==> src/rtl/rcfp_pkg.sv <==
// Shared types and constants for the channel frame parser.
// No dependencies; imported by every other file of the block.
package rcfp_pkg;

    localparam int FRAME_LEN    = 20;
    localparam int STORE_LEN    = FRAME_LEN - 1;
    localparam int NUM_CHANNELS = 16;
    localparam int ADDR_W       = 5;
    localparam int CH_W         = 4;
    localparam int VAL_W        = 13;
    localparam int NEU_W        = 12;
    localparam int ACC_W        = 14;

    localparam logic [7:0]       END_MARK      = 8'h23;
    localparam logic [NEU_W-1:0] NEUTRAL_RESET = 12'd1500;
    localparam logic [VAL_W-1:0] DEG_OFFSET    = 13'd127;
    localparam logic [ACC_W-1:0] PULSE_MAX     = 14'd3000;

    localparam logic [7:0] ASC_H     = 8'h48;
    localparam logic [7:0] ASC_E     = 8'h45;
    localparam logic [7:0] ASC_X     = 8'h58;
    localparam logic [7:0] ASC_D     = 8'h44;
    localparam logic [7:0] ASC_G     = 8'h47;
    localparam logic [7:0] ASC_S     = 8'h53;
    localparam logic [7:0] ASC_R     = 8'h52;
    localparam logic [7:0] ASC_V     = 8'h56;
    localparam logic [7:0] ASC_T     = 8'h54;
    localparam logic [7:0] ASC_8     = 8'h38;
    localparam logic [7:0] ASC_L     = 8'h4C;
    localparam logic [7:0] ASC_PLUS  = 8'h2B;
    localparam logic [7:0] ASC_MINUS = 8'h2D;
    localparam logic [7:0] ASC_SPACE = 8'h20;
    localparam logic [7:0] ASC_0     = 8'h30;
    localparam logic [7:0] ASC_9     = 8'h39;

    // configuration register indexes
    localparam logic REG_NEUTRAL = 1'b0;

    typedef enum logic [2:0] {
        K_HEX = 3'd0,
        K_DEG = 3'd1,
        K_SRV = 3'd2,
        K_SS8 = 3'd3,
        K_LED = 3'd4
    } t_kind;

    typedef enum logic [2:0] {
        S_IDLE,
        S_HDR,
        S_CHAN,
        S_BYTE,
        S_EMIT
    } t_dec_state;

    typedef struct packed {
        logic [CH_W-1:0]  channel;
        logic [VAL_W-1:0] value;
        t_kind            kind;
        logic             last;
    } t_result;

    typedef struct packed {
        logic              en;
        logic [ADDR_W-1:0] addr;
    } t_mem_rd;

    typedef struct packed {
        logic              we;
        logic [ADDR_W-1:0] addr;
        logic [7:0]        data;
    } t_mem_wr;

endpackage

==> src/rtl/rcfp_store.sv <==
// Frame byte store: one write port, one read port, registered read data.
// Depends on rcfp_pkg.
module rcfp_store (
    input  logic             i_clk,
    input  rcfp_pkg::t_mem_wr i_wr,
    input  rcfp_pkg::t_mem_rd i_rd,
    output logic [7:0]        o_rd_data
);
    import rcfp_pkg::*;

    logic [7:0] r_mem [STORE_LEN];
    logic [7:0] r_rd_data;

    always_ff @(posedge i_clk) begin
        if (i_wr.we) begin
            r_mem[i_wr.addr] <= i_wr.data;
        end
        if (i_rd.en) begin
            r_rd_data <= r_mem[i_rd.addr];
        end
    end

    assign o_rd_data = r_rd_data;

endmodule

==> src/rtl/rcfp_dec.sv <==
// Frame decoder: walks the byte store one read at a time and builds
// one result per channel, or a single LED result. Depends on rcfp_pkg.
module rcfp_dec (
    input  logic                         i_clk,
    input  logic                         i_rst_n,
    input  logic                         i_start,
    input  logic [rcfp_pkg::NEU_W-1:0]   i_neutral,
    input  logic [7:0]                   i_rd_data,
    input  logic                         i_slot_free,
    output rcfp_pkg::t_mem_rd            o_rd,
    output logic                         o_busy,
    output logic                         o_res_valid,
    output rcfp_pkg::t_result            o_res
);
    import rcfp_pkg::*;

    typedef enum logic [1:0] {
        P_WS,
        P_DIG,
        P_STOP
    } t_phase;

    function automatic logic [3:0] nib(input logic [7:0] c);
        logic [3:0] v;
        v = 4'd0;
        if (c >= 8'h30 && c <= 8'h39) v = c[3:0];
        else if ((c >= 8'h41 && c <= 8'h46) || (c >= 8'h61 && c <= 8'h66)) v = c[3:0] + 4'd9;
        return v;
    endfunction

    function automatic logic [VAL_W-1:0] times10(input logic [7:0] x);
        logic [VAL_W-1:0] w;
        w = {5'b0, x};
        return (w << 3) + (w << 1);
    endfunction

    t_dec_state       r_state, n_state;
    logic [1:0]       r_j, n_j;
    logic [7:0]       r_h0, n_h0, r_h1, n_h1;
    t_kind            r_kind, n_kind;
    logic [CH_W-1:0]  r_ch, n_ch;
    logic [ACC_W-1:0] r_acc, n_acc;
    t_phase           r_phase, n_phase;
    logic             r_neg, n_neg;
    t_result          r_res, n_res;

    logic [2:0]        w_nbytes;
    logic [ADDR_W-1:0] w_base;
    logic              w_last_j;
    logic [7:0]        w_c;
    logic              w_sp, w_dig;
    logic [ACC_W-1:0]  f_acc;
    t_phase            f_phase;
    logic              f_neg;
    logic [VAL_W-1:0]  w_srv_val, w_byte_val;
    logic              w_hdr_ok;
    t_kind             w_hdr_kind;

    assign w_c = i_rd_data;

    // bytes per channel and where the channel's bytes start
    always_comb begin
        w_nbytes = 3'd0;
        w_base   = ADDR_W'(3);
        unique case (r_kind)
            K_HEX, K_DEG: begin
                w_nbytes = 3'd1;
                w_base   = ADDR_W'(3) + {1'b0, r_ch};
            end
            K_SS8: begin
                w_nbytes = r_ch[3] ? 3'd0 : 3'd2;
                w_base   = ADDR_W'(3) + {r_ch, 1'b0};
            end
            K_SRV: begin
                w_nbytes = (r_ch[3:2] != 2'd0) ? 3'd0 : 3'd4;
                w_base   = ADDR_W'(3) + {r_ch[2:0], 2'b00};
            end
            default: begin
                w_nbytes = 3'd0;
                w_base   = ADDR_W'(3);
            end
        endcase
    end

    assign w_last_j = ({1'b0, r_j} == (w_nbytes - 3'd1));

    // decimal group: one character per step
    assign w_sp  = (w_c == ASC_SPACE) || (w_c >= 8'd9 && w_c <= 8'd13);
    assign w_dig = (w_c >= ASC_0) && (w_c <= ASC_9);

    always_comb begin
        f_acc   = r_acc;
        f_phase = r_phase;
        f_neg   = r_neg;
        unique case (r_phase)
            P_WS: begin
                if (w_sp) begin
                    f_phase = P_WS;
                end else if (w_c == ASC_PLUS || w_c == ASC_MINUS) begin
                    f_neg   = (w_c == ASC_MINUS);
                    f_phase = P_DIG;
                end else if (w_dig) begin
                    f_acc   = {10'b0, w_c[3:0]};
                    f_phase = P_DIG;
                end else begin
                    f_phase = P_STOP;
                end
            end
            P_DIG: begin
                if (w_dig) begin
                    f_acc = (r_acc << 3) + (r_acc << 1) + {10'b0, w_c[3:0]};
                end else begin
                    f_phase = P_STOP;
                end
            end
            default: f_phase = P_STOP;
        endcase
    end

    always_comb begin
        if (f_neg) w_srv_val = '0;
        else if (f_acc > PULSE_MAX) w_srv_val = VAL_W'(PULSE_MAX);
        else w_srv_val = VAL_W'(f_acc);
    end

    always_comb begin
        unique case (r_kind)
            K_HEX:   w_byte_val = times10(w_c);
            K_DEG:   w_byte_val = {5'b0, w_c} - DEG_OFFSET;
            K_SS8:   w_byte_val = times10({r_acc[3:0], nib(w_c)});
            K_SRV:   w_byte_val = w_srv_val;
            default: w_byte_val = '0;
        endcase
    end

    // header check on the third byte as it arrives
    always_comb begin
        w_hdr_ok   = 1'b1;
        w_hdr_kind = K_HEX;
        priority if (r_h0 == ASC_H && r_h1 == ASC_E && w_c == ASC_X) begin
            w_hdr_kind = K_HEX;
        end else if (r_h0 == ASC_D && r_h1 == ASC_E && w_c == ASC_G) begin
            w_hdr_kind = K_DEG;
        end else if (r_h0 == ASC_S && r_h1 == ASC_R && (w_c == ASC_V || w_c == ASC_T)) begin
            w_hdr_kind = K_SRV;
        end else if (r_h0 == ASC_S && r_h1 == ASC_S && w_c == ASC_8) begin
            w_hdr_kind = K_SS8;
        end else if (r_h0 == ASC_L && r_h1 == ASC_E) begin
            w_hdr_kind = K_LED;
        end else begin
            w_hdr_ok = 1'b0;
        end
    end

    // next state and register updates
    always_comb begin
        n_state = r_state;
        n_j     = r_j;
        n_h0    = r_h0;
        n_h1    = r_h1;
        n_kind  = r_kind;
        n_ch    = r_ch;
        n_acc   = r_acc;
        n_phase = r_phase;
        n_neg   = r_neg;
        n_res   = r_res;
        unique case (r_state)
            S_IDLE: begin
                if (i_start) begin
                    n_state = S_HDR;
                    n_j     = 2'd0;
                end
            end
            S_HDR: begin
                if (r_j == 2'd0) n_h0 = w_c;
                if (r_j == 2'd1) n_h1 = w_c;
                if (r_j != 2'd2) begin
                    n_j = r_j + 2'd1;
                end else if (!w_hdr_ok) begin
                    n_state = S_IDLE;
                end else if (w_hdr_kind == K_LED) begin
                    n_res   = '{channel: '0, value: '0, kind: K_LED, last: 1'b1};
                    n_state = S_EMIT;
                end else begin
                    n_kind  = w_hdr_kind;
                    n_ch    = '0;
                    n_state = S_CHAN;
                end
            end
            S_CHAN: begin
                if (w_nbytes == 3'd0) begin
                    n_res   = '{channel: r_ch, value: {1'b0, i_neutral}, kind: r_kind,
                                last: (r_ch == CH_W'(NUM_CHANNELS - 1))};
                    n_state = S_EMIT;
                end else begin
                    n_j     = 2'd0;
                    n_acc   = '0;
                    n_phase = P_WS;
                    n_neg   = 1'b0;
                    n_state = S_BYTE;
                end
            end
            S_BYTE: begin
                n_acc   = (r_kind == K_SS8) ? {10'b0, nib(w_c)} : f_acc;
                n_phase = f_phase;
                n_neg   = f_neg;
                if (w_last_j) begin
                    n_res   = '{channel: r_ch, value: w_byte_val, kind: r_kind,
                                last: (r_ch == CH_W'(NUM_CHANNELS - 1))};
                    n_state = S_EMIT;
                end else begin
                    n_j = r_j + 2'd1;
                end
            end
            S_EMIT: begin
                if (i_slot_free) begin
                    if (r_res.last) begin
                        n_state = S_IDLE;
                    end else begin
                        n_ch    = r_ch + CH_W'(1);
                        n_state = S_CHAN;
                    end
                end
            end
            default: n_state = S_IDLE;
        endcase
    end

    // outputs: store reads and result hand-off
    always_comb begin
        o_rd        = '{en: 1'b0, addr: '0};
        o_res_valid = 1'b0;
        o_busy      = (r_state != S_IDLE);
        unique case (r_state)
            S_IDLE: begin
                if (i_start) o_rd = '{en: 1'b1, addr: '0};
            end
            S_HDR: begin
                if (r_j != 2'd2) o_rd = '{en: 1'b1, addr: ADDR_W'(r_j) + ADDR_W'(1)};
            end
            S_CHAN: begin
                if (w_nbytes != 3'd0) o_rd = '{en: 1'b1, addr: w_base};
            end
            S_BYTE: begin
                if (!w_last_j) o_rd = '{en: 1'b1, addr: w_base + ADDR_W'(r_j) + ADDR_W'(1)};
            end
            S_EMIT: begin
                o_res_valid = i_slot_free;
            end
            default: o_rd = '{en: 1'b0, addr: '0};
        endcase
    end

    assign o_res = r_res;

    always_ff @(posedge i_clk) begin
        if (!i_rst_n) begin
            r_state <= S_IDLE;
        end else begin
            r_state <= n_state;
        end
        r_j     <= n_j;
        r_h0    <= n_h0;
        r_h1    <= n_h1;
        r_kind  <= n_kind;
        r_ch    <= n_ch;
        r_acc   <= n_acc;
        r_phase <= n_phase;
        r_neg   <= n_neg;
        r_res   <= n_res;
    end

endmodule

==> src/rtl/rc_channel_frame_parser_unit.sv <==
// Top level of the channel frame parser: byte counter, configuration port,
// output register. Depends on rcfp_pkg, rcfp_store, rcfp_dec.
//
// Received bytes enter one word per cycle while the decoder is idle and are
// kept in a 19-byte store. A '#' ends a message; when exactly 19 bytes came
// before it, the decoder reads the store back through its single read port
// and sends 16 channel words (the last with tlast) or one LED word. While
// it decodes, the input is stalled: the decoder reads the three header
// bytes, then per channel takes a setup step, one store read per byte the
// channel uses and a hand-off step that waits for a free output slot. An
// LED frame hands its word over right after the header; a header that
// matches nothing ends the stall after the header. Configuration:
// register 0 (byte address 0) holds the 12-bit neutral value, reset 1500.
module rc_channel_frame_parser_unit #(
    parameter int TEXT_LIMIT = 64
) (
    input  logic        i_clk,
    input  logic        i_rst_n,
    // slave stream; tdata[7:0]: rx_byte
    input  logic        s_axis_tvalid,
    output logic        s_axis_tready,
    input  logic [7:0]  s_axis_tdata,
    // master stream; tdata[3:0]: channel, [16:4]: value, [23:17]: zero
    output logic        m_axis_tvalid,
    input  logic        m_axis_tready,
    output logic [23:0] m_axis_tdata,
    // tuser[2:0]: kind
    output logic [2:0]  m_axis_tuser,
    output logic        m_axis_tlast,
    // configuration
    input  logic        psel,
    input  logic        penable,
    input  logic        pwrite,
    input  logic [2:0]  paddr,
    input  logic [31:0] pwdata,
    output logic [31:0] prdata,
    output logic        pready
);
    import rcfp_pkg::*;

    localparam int CNT_W = $clog2(TEXT_LIMIT);

    logic [CNT_W-1:0] r_count;
    logic [NEU_W-1:0] r_neutral;
    logic             r_out_valid;
    t_result          r_out;

    logic     w_in_acc, w_is_end, w_start, w_busy, w_slot_free, w_res_valid, w_cfg_wr;
    t_mem_wr  w_wr;
    t_mem_rd  w_rd;
    logic [7:0] w_rd_data;
    t_result  w_res;

    assign s_axis_tready = !w_busy;
    assign w_in_acc      = s_axis_tvalid && s_axis_tready;
    assign w_is_end      = (s_axis_tdata == END_MARK);
    assign w_start       = w_in_acc && w_is_end && (r_count == CNT_W'(STORE_LEN));

    assign w_wr = '{we:   w_in_acc && !w_is_end && (r_count < CNT_W'(STORE_LEN)),
                    addr: r_count[ADDR_W-1:0],
                    data: s_axis_tdata};

    always_ff @(posedge i_clk) begin
        if (!i_rst_n) begin
            r_count <= '0;
        end else if (w_in_acc) begin
            // overflowing text drops the byte and restarts the count
            if (w_is_end || r_count >= CNT_W'(TEXT_LIMIT - 1)) r_count <= '0;
            else r_count <= r_count + CNT_W'(1);
        end
    end

    // configuration
    assign pready   = 1'b1;
    assign w_cfg_wr = psel && penable && pwrite && pready;
    assign prdata   = (paddr[2] == REG_NEUTRAL) ? {20'b0, r_neutral} : 32'b0;

    always_ff @(posedge i_clk) begin
        if (!i_rst_n) begin
            r_neutral <= NEUTRAL_RESET;
        end else if (w_cfg_wr && paddr[2] == REG_NEUTRAL) begin
            r_neutral <= pwdata[NEU_W-1:0];
        end
    end

    rcfp_store u_store (
        .i_clk     (i_clk),
        .i_wr      (w_wr),
        .i_rd      (w_rd),
        .o_rd_data (w_rd_data)
    );

    rcfp_dec u_dec (
        .i_clk       (i_clk),
        .i_rst_n     (i_rst_n),
        .i_start     (w_start),
        .i_neutral   (r_neutral),
        .i_rd_data   (w_rd_data),
        .i_slot_free (w_slot_free),
        .o_rd        (w_rd),
        .o_busy      (w_busy),
        .o_res_valid (w_res_valid),
        .o_res       (w_res)
    );

    // output word register
    assign w_slot_free = !r_out_valid || m_axis_tready;

    always_ff @(posedge i_clk) begin
        if (!i_rst_n) begin
            r_out_valid <= 1'b0;
        end else if (w_res_valid) begin
            r_out_valid <= 1'b1;
        end else if (m_axis_tready) begin
            r_out_valid <= 1'b0;
        end
        if (w_res_valid) begin
            r_out <= w_res;
        end
    end

    assign m_axis_tvalid = r_out_valid;
    assign m_axis_tdata  = {7'b0, r_out.value, r_out.channel};
    assign m_axis_tuser  = r_out.kind;
    assign m_axis_tlast  = r_out.last;

endmodule

==> config.mk <==
export PLATFORM = sky130hd
export DESIGN_NAME = rc_channel_frame_parser_unit
export DESIGN_NICKNAME = d
export VERILOG_FILES = /design/src/rtl/rcfp_pkg.sv /design/src/rtl/rcfp_store.sv /design/src/rtl/rcfp_dec.sv /design/src/rtl/rc_channel_frame_parser_unit.sv
export SDC_FILE = /design/constraint.sdc
export NUM_CORES = 1
export LEC_CHECK = 0
export BUFFER_PORTS_ARGS = -buffer_cell sky130_fd_sc_hd__buf_2
export CORE_MARGIN = 2
export CORE_UTILIZATION = 35
export CTS_CLUSTER_SIZE = 14
export DETAILED_ROUTE_END_ITERATION = 8
export MAX_ROUTING_LAYER = met4
export PLACE_DENSITY_LB_ADDON = 0.25
export RECOVER_POWER = 25
export SLEW_MARGIN = 20
export SYNTH_ARGS = -nofsm -noshare
export SYNTH_HDL_FRONTEND = slang
export SYNTH_SLANG_ARGS = --single-unit
==> constraint.sdc <==
create_clock -name i_clk -period 4.05 [get_ports i_clk]
set_clock_uncertainty 0.15 [all_clocks]
set_input_delay 0.81 -clock i_clk [delete_from_list [all_inputs] [get_ports i_clk]]
set_output_delay 0.81 -clock i_clk [all_outputs]
set_load 0.01 [all_outputs]
### After elaboration in Yosys (flattened, before gate mapping)

Memories as Yosys holds them, arrays and structs flattened. A register that Yosys moved wholly into a read port is not among the register bits.
Index checks and enable logic that the tools add are counted.

| storage, ports and cells | value |
|---|---|
| memory bits (writable) | 152 |
| bits of input ports | 50 |
| bits in registers | 106 |
| logic and storage cells | 224 |
| memories | 1 |

| cells by class | value |
|---|---|
| bitwise logic cells | 3 |
| equal/unequal tests | 43 |
| mux-type cells | 77 |
| order comparisons | 11 |
| reduce and logical (&&, ||, !) cells | 53 |
| add/subtract/negate cells | 16 |

Memory list:

| memory | words | bits a word | rd ports | clocked after memory_dff | wr ports | line | text |
|---|---|---|---|---|---|---|---|
| u_store.r_mem | 19 | 8 | 1 | 1 | 1 | rcfp_store.sv:11 | `logic [7:0] r_mem [STORE_LEN];` |

Operator list:

| kind | number |
|---|---|
| 21-bit 2-to-1 mux | 5 |
| 8-bit by 7-bit == test with 1-bit output (second input constant) | 11 |
| 14-bit 2-to-1 mux | 6 |
| 21-bit case mux with 3 select lines | 1 |
| 14-bit case mux with 2 select lines | 2 |
| 13-bit case mux with 4 select lines | 1 |
| 8-bit by 6-bit == test with 1-bit output (second input constant) | 5 |
| 3-bit 2-to-1 mux | 13 |
| 4-bit 2-to-1 mux | 8 |
| 6-bit 2-to-1 mux | 5 |
| 13-bit 2-to-1 mux | 2 |
| 11-bit by 9-bit adder with 12-bit output | 2 |
| 6-bit case mux with 4 select lines | 1 |
| 1-bit logical AND | 21 |
| 2-bit 2-to-1 mux | 10 |
| 8-bit by 7-bit >= comparator with 1-bit output (second input constant) | 2 |
| 8-bit by 7-bit <= comparator with 1-bit output (second input constant) | 2 |
| 3-bit case mux with 5 select lines | 1 |
| 5-bit case mux with 3 select lines | 1 |
| 14-bit adder | 1 |
| 14-bit by 4-bit adder with 14-bit output | 1 |
| 14-bit by 12-bit > comparator with 1-bit output (second input constant) | 1 |
| 1-bit 2-to-1 mux | 14 |
| 2-bit by 1-bit != test with 1-bit output (second input constant) | 7 |
| 46 further kinds | 80 |

### Logic depth before layout (Yosys ltp)

Gate-level depths: netlist (run 1).

| logic depth | value |
|---|---|
| depth after elaboration | 12 |
| gate-level depth with buffers | 18 |

### By module

A second synthesis (run 1) with hierarchy kept.

| second synthesis, totals | value |
|---|---|
| cells, all modules | 1045 |
| area, all modules | 13380.3 um2 |

By module, submodules not included:

| module | cells each | times used | area an instance (um2) | seq. area each (um2) |
|---|---|---|---|---|
| rcfp_store | 295 | 1 | 6237.2 | 4804.6 |
| rcfp_dec | 589 | 1 | 5378.9 | 1951.9 |
| rc_channel_frame_parser_unit | 161 | 1 | 1764.2 | 1011.0 |

### Worst setup path after synthesis (run 1)

Ideal clock, no wire load.

| timing path | value |
|---|---|
| path kind | reg-to-reg |
| start | register u_dec.r_kind[2] |
| end | register u_dec.r_res (netlist bit u_dec.o_res[0]) (enable) |
| cell stages (with the launch flop) | 11 |
| slack | 0.112 ns |
| data arrival time | 3.360 ns |
| library setup time | 0.428 ns |
| data required time | 3.472 ns |
| path through | edfxtp_1 nor2b_2 and2_1 buf_2 nand2b_1 ha_1 xor2_1 a31o_1 buf_6 nand2_1 nor3_1 |

| between the ends | value |
|---|---|
| cells in the longest elaborated chain, start to end | 7 |
| elaborated cells on any way between the ends | 12 |

RTL lines:

| what | line | text |
|---|---|---|
| start, declared | rcfp_dec.sv:40 | `t_kind r_kind, n_kind;` |
| start signal, assigned | rcfp_dec.sv:265 | `r_kind <= n_kind;` |
| 3-bit by 1-bit == test with 1-bit output or 3-bit zero test (tied branches) | rcfp_dec.sv:65 | `unique case (r_kind)` |
| 2-bit OR reduction | rcfp_dec.sv:65 |  |
| 3-bit case mux with 3 select lines (*) | rcfp_dec.sv:65 |  |
| 3-bit by 1-bit subtractor with 3-bit output | rcfp_dec.sv:85 | `assign w_last_j = ({1'b0, r_j} == (w_nbytes - 3'd1));` |
| 2-bit by 3-bit == test with 1-bit output | rcfp_dec.sv:85 |  |
| 2-bit by 1-bit != test with 1-bit output (no line) | - |  |
| 6-bit AND reduction (no line) (*) | - |  |
| end signal, assigned | rcfp_dec.sv:270 | `r_res <= n_res;` |
| end, declared | rcfp_dec.sv:45 | `t_result r_res, n_res;` |

Every way passes the cells marked *; elsewhere a longest branch is shown, timed or not.
A chain may end at the register's enable or synchronous reset.

==> results of run 1 <==
[through the flow]
step,area [um2],cells
after detailed placement,14690,1775
after CTS,15560,1821
after global routing,15560,1822
after global placement,14690,1775
final,15560,1822
after floorplan,13720,1218
[registers in the layout, summed over array words and instances, names as in the netlist]
name / flops
m_axis_tlast: 1
r_neutral: 12
m_axis_tuser: 3
u_dec.r_j: 2
m_axis_tdata: 17
u_dec.r_h1: 8
u_store.r_mem: 152
u_dec.r_kind: 3
u_dec.r_neg: 1
u_dec.r_ch: 4
u_store.o_rd_data: 8
u_dec.r_phase: 2
u_dec.r_state: 3
m_axis_tvalid: 1
r_count: 6
u_dec.r_acc: 14
u_dec.o_res: 21
u_dec.r_h0: 8
[power by group]
group | internal (mW) | switching, mW | total (mW)
Sequential | 3.00 | 0.00890 | 3.01
Combinational | 0.0343 | 0.0916 | 0.126
Clock | 1.39 | 1.04 | 2.43
[area by class of cell]
class | count | share of cell area
tap | 518 | 0.04166
timing repair buffer | 127 | 0.05316
sequential | 266 | 0.4993
inverter | 31 | 0.007480
clock buffer | 34 | 0.04649
multi-input combinational | 834 | 0.3430
clock inverter | 12 | 0.008928
[synthesized netlist by cell type, drive strengths merged (14+ instances only)]
master	count	area, um2
edfxtp	244	7327
buf	56	406.6
o211ai	14	105.1
ha	53	663.1
a211oi	36	287.8
nand3	48	240.2
nor2	87	350.3
clkbuf	31	118.9
a21oi	54	277.8
nor2b	24	160.1
a311oi	32	280.3
o21ai	49	252.8
nand2	158	598.1
inv	31	116.4
dfxtp	22	440.4
and2	43	269.0
xnor2	19	166.4
nor3	18	90.09
[layer usage]
| metal | track usage | wire [um] |
|---|---|---|
| met3 | 0.02381 | 1307 |
| met4 | 0.04517 | 848 |
| met5 | - | 0 |
| met1 | 0.2074 | 14330 |
| met2 | 0.2773 | 15890 |
[timing repair]
action | in CTS | in global routing
gates resized for setup | 0 | 4
buffers inserted | 0 | 1
setup endpoints to repair | 0 | 6
[critical path, stage by stage, from the launching register on]
cell	delay (ps)
edfxtp_1	430
inv_1	130
ha_1	210
nor3b_2	210
or3_1	150
nor2_1	40
o21ai_0	160
o21ai_1	150
ha_1	260
fa_1	400
a21oi_1	160
nor2_1	70
o21a_1	200
o21a_1	190
a21oi_1	140
a21oi_1	90
a211o_1	230
a2bb2oi_1	140
[kinds of logic after synthesis]
logic type      synth area share
compound gates            0.1420
fa+ha+maj                0.05604
mux                     0.006890
xor+xnor                 0.01865
flops                     0.5703
simple gates              0.1585
other cells            0.0005514
buf+inv                  0.04712
[how the worst max path moves through the flow]
stage / end / cells after the start
2_1_floorplan: u_dec.o_res[0]$_DFFE_PP_ / 10
3_3_place_gp: u_dec.o_res[13]$_DFFE_PP_ / 17
3_5_place_dp: u_dec.o_res[13]$_DFFE_PP_ / 17
4_1_cts: u_dec.o_res[13]$_DFFE_PP_ / 17
5_1_grt: u_dec.o_res[13]$_DFFE_PP_ / 17
6_report: u_dec.o_res[13]$_DFFE_PP_ / 17
==> run_results.csv, run 1 <==
group,metric,value,unit
run_status,status,"completed",
critical_path,crit_start,"u_store.o_rd_data[0]$_DFFE_PP_",
placed_design,hpwl,22510,um
cts,cts-root-buf,"clkbuf_16",
critical_path,start_kind,"flip-flop",
timing,maxSlewViolCount,0,
cts,clockBufferDepth,3,
synth,avgSynthCellArea,11.43,um2
cts,clkSinkCount,266,
timing,setup_tns,0,ps
critical_path,reg2reg_from,"u_store.o_rd_data[0]$_DFFE_PP_",
final_layout,antenna_cells,0,
timing,whs,266.5,ps
critical_path,arrival,3910,ps
timing,fmax,265.1,MHz
cts,cts_inserted_buffers,28,
synth,ys_async_sr_fraction,0,
final_layout,layout_commonest_cell,"edfxtp_1",
final_layout,final_cell_mix,"244 x edfxtp_1, 156 x nand2_1, 85 x nor2_1",
final_layout,fillers,3744,
floorplanning,initial_core_util,0.3533,
critical_path,reg2reg_slack,280,ps
pwr,total_power,5.571,mW
global_routing,antenna_found_initial,0,
timing,max-slew-margin-rel,0.3252,
detailed_routing,post_drt_wl_per_cell,17.77,um
worst_hold_path,holdPathStages,0,
synth,yosysWarnings,0,
floorplanning,num_rows,72,
global_routing,grt_pass1_vias,9107,
detailed_routing,drtAntennaViolNets,0,
floorplanning,die_area,40510,um2
detailed_routing,dr.first_iter.drc_count,551,
final_layout,drive_above_1_share,0.1403,
final_layout,multiInputGateArea,5335,um2
cts,cts_tree,"built",
timing,rsz0062_at_grt,"no",
final_layout,area_delta_synth_final,14.21,%
critical_path,cp.required,4180,ps
pwr,cellPowerDensity,358.1,nW/um2
timing,min_period,3772,ps
critical_path,path_class,"flip-flop to flip-flop",
worst_hold_path,min_to,"m_axis_tdata[12]$_DFFE_PP_",
global_routing,grt_usage,0.1645,
global_routing,gr-total-overflow,0,
cts,h-tree-depth,1,
critical_path,r2r_cells,17,
timing,timing.final.crit_share,0.9313,
placed_design,place_congestion,0.8611,
final_layout,layout.nets,1396,
placed_design,place.port_buffers,62,
synth,netlist_instances,1192,
detailed_routing,drc_errors,0,
floorplanning,die_h,201.3,um
floorplanning,die_w,201.3,um
cts,clkLatencyLatePin,560,ps
pwr,vdd_drop_max,0.0003358,V
synth,yosysUniqueCellTypes,85,
synth,ys_dominant_reg_cell,"edfxtp_1",
critical_path,endpoint_kind,"flip-flop",
timing,hold_viol,0,
floorplanning,core_region_area,38560,um2
run,maxCapViolations,0,
detailed_routing,num_vias,9325,
final_layout,fin_util,0.4035,
cts,clk_pin_slew,60,ps
detailed_routing,via_per_inst,5.118,
synth,synth_edf_count,244,
global_routing,grt_max_degree,52,
synth,yosysSeqAreaShare,0.5703,
global_routing,grt_pass1_wl,51100,um
synth,syn-cell-area,13620,um2
detailed_routing,wl,32380,um
placed_design,pre_cts_ws,174.8,ps
detailed_routing,dr.pass1.iters,5,
synth,synth.ff_latch_count,266,
worst_hold_path,hp-start,"u_dec.o_res[12]$_DFFE_PP_",
critical_path,worstReg2RegEnd,"u_dec.o_res[13]$_DFFE_PP_",
floorplanning,ioPinCount,113,
timing,worst_pin_slew,1012,ps
timing,fin_ws,278.4,ps
final_layout,regArea,7767,um2
worst_hold_path,hp-class,"flip-flop to flip-flop",
timing,setup_violations,0,
pwr,p_leak,5.559,nW
critical_path,critPathMaxFanout,4,
cts,hold_buffers,0,
Power figures use the tool's default switching activity.
==> inputs of run 2 (changes only) <==
- clock period: 4.05 -> 3.99 ns (I/O delays scaled with it)
==> run 2 against run 1 <==
Effect of this change:
- clock power increased by 15%
- sequential share of layout area decreased by 0.44 points
- maximum frequency is 0.46% lower
- critical path depth down 6
- sequential cell count stayed put
- via count is 0.71% higher
- routed wire length increased by 2.9%
- die area unchanged
- first-iteration DRC count fell by 2.2%
- sequential power increased by 2%
- critical endpoint is now u_store.o_rd_data[7]$_DFFE_PP_
==> run_results.csv, run 2 (synthesis gave the netlist of run 1 again) <==
group,metric,value,unit
critical_path,cp_cell_sequence,"nor2b_2, nand2b_1, or3_1, ha_1, or3_1, o221a_2, buf_12, a211oi_1, a311oi_1, o21ai_0, nand3_1",
final_layout,layout.nets,1395,
timing,maxSlewViolCount,0,
pwr,cellPowerDensity,381.0,nW/um2
floorplanning,ioPinCount,113,
timing,fmax,263.9,MHz
final_layout,final_area,15700,um2
critical_path,path_class,"flip-flop to flip-flop",
global_routing,grt_pass1_wl,52250,um
critical_path,cp.buffers_inverters,1,
worst_hold_path,hp-start,"u_dec.o_res[13]$_DFFE_PP_",
detailed_routing,dr.first_iter.drc_count,539,
cts,clkSinkCount,266,
timing,setup_tns,0,ps
floorplanning,die_w,201.3,um
cts,clk_pin_slew,60,ps
critical_path,start_kind,"flip-flop",
pwr,vdd_drop_max,0.0004372,V
timing,worst_pin_slew,1115,ps
critical_path,crit_path_frequent_cell,"or3_1",
timing,min_period,3789,ps
worst_hold_path,min_to,"m_axis_tdata[13]$_DFFE_PP_",
detailed_routing,wl,33320,um
global_routing,grt_max_degree,63,
cts,cts_inserted_buffers,28,
global_routing,grt_usage,0.1683,
pwr,p_leak,5.635,nW
cts,h-tree-depth,1,
worst_hold_path,holdPathStages,0,
detailed_routing,post_drt_wl_per_cell,18.24,um
placed_design,place.port_buffers,62,
cts,cts_tree,"built",
critical_path,arrival,3950,ps
detailed_routing,drtAntennaViolNets,0,
placed_design,hpwl,22880,um
timing,whs,267.1,ps
run_status,status,"completed",
critical_path,critPathMaxFanout,62,
global_routing,antenna_found_initial,0,
critical_path,r2r_cells,11,
detailed_routing,drc_errors,0,
final_layout,fillers,3759,
final_layout,multiInputGateArea,5326,um2
final_layout,largest_reg_flops,152,
critical_path,slowest_delay,540,ps
final_layout,drive_above_1_share,0.1436,
worst_hold_path,hp-class,"flip-flop to flip-flop",
cts,cts_setup_buffers,0,
cts,hold_buffers,0,
critical_path,slowest_stage,"edfxtp_1",
final_layout,final_cell_mix,"244 x edfxtp_1, 156 x nand2_1, 85 x nor2_1",
detailed_routing,num_vias,9391,
critical_path,critPathTopFamily,"simple AND/OR/NAND/NOR gates",
critical_path,cp.required,4150,ps
timing,timing.final.crit_share,0.9496,
detailed_routing,dr.pass1.iters,5,
critical_path,reg2reg_slack,200,ps
critical_path,endpoint_kind,"flip-flop",
placed_design,place_area,14710,um2
floorplanning,initial_core_util,0.3533,
floorplanning,die_h,201.3,um
timing,hold_viol,0,
detailed_routing,via_per_inst,5.140,
final_layout,layout_commonest_cell,"edfxtp_1",
timing,rsz0062_at_grt,"yes",
global_routing,gr-total-overflow,0,
final_layout,top_register,"u_store.r_mem",
floorplanning,die_area,40510,um2
floorplanning,core_region_area,38560,um2
final_layout,antenna_cells,0,
critical_path,reg2reg_from,"u_dec.r_kind[2]$_DFFE_PP_",
cts,clkLatencyLatePin,580,ps
timing,setup_violations,0,
final_layout,area_delta_synth_final,15.23,%
cts,clockBufferDepth,3,
final_layout,regArea,7767,um2
global_routing,grt_pass1_vias,9131,
run,maxCapViolations,0,
timing,max-slew-margin-rel,0.2569,
cts,cts-root-buf,"clkbuf_16",
floorplanning,num_rows,72,
placed_design,place_congestion,0.8737,
critical_path,worstReg2RegEnd,"u_store.o_rd_data[7]$_DFFE_PP_",
==> run 2: worst max-delay path by stage <==
stage,startpoint,end,cells past startpoint
after floorplan,u_dec.r_kind[2]$_DFFE_PP_,u_dec.o_res[0]$_DFFE_PP_,10
after global routing,u_store.o_rd_data[0]$_DFFE_PP_,u_dec.o_res[13]$_DFFE_PP_,17
final,u_dec.r_kind[2]$_DFFE_PP_,u_store.o_rd_data[7]$_DFFE_PP_,11
after CTS,u_store.o_rd_data[0]$_DFFE_PP_,u_dec.o_res[13]$_DFFE_PP_,17
after global placement,u_dec.r_kind[2]$_DFFE_PP_,u_store.o_rd_data[0]$_DFFE_PP_,11
after detailed placement,u_dec.r_kind[2]$_DFFE_PP_,u_store.o_rd_data[0]$_DFFE_PP_,11
==> run 2: report_power, final <==
group | internal (mW) | switching (mW)
logic | 0.0348 | 0.0952
clock network | 1.71 | 1.08
registers | 3.05 | 0.00904
==> run 2: layout make-up <==
| class | instances | area share |
|---|---|---|
| Clock inverter | 16 | 0.01435 |
| Tap cell | 518 | 0.04129 |
| Multi-Input combinational cell | 834 | 0.3394 |
| Inverter | 31 | 0.007414 |
| Sequential cell | 266 | 0.4949 |
| Clock buffer | 36 | 0.04990 |
| Timing Repair Buffer | 126 | 0.05277 |
==> run 2: what timing repair did <==
item                                   4_1_cts  5_1_grt
setup endpoints to repair                    0        4
endpoints found under the hold margin        0        0
resized for setup                            0        4
==> run 2: through the flow <==
step	total power, mW	util	setup slack, ps	instances
after floorplan	3.195	-	51.81	1218
after global placement	3.247	0.3814	174.3	1775
after detailed placement	3.249	0.3814	160.6	1775
after CTS	6.055	0.4076	130.1	1827
after global routing	6.171	0.4071	-21.21	1827
final	5.980	0.4071	201.1	1827
==> run 2: per-layer routing <==
layer | track usage | wire [um] | up-vias
met4 | 0.03965 | 700 | 0
met3 | 0.02575 | 1499 | 53
met5 | - | 0 | -
met1 | 0.2178 | 15050 | 4532
li1 | - | - | 4575
met2 | 0.2789 | 16070 | 231
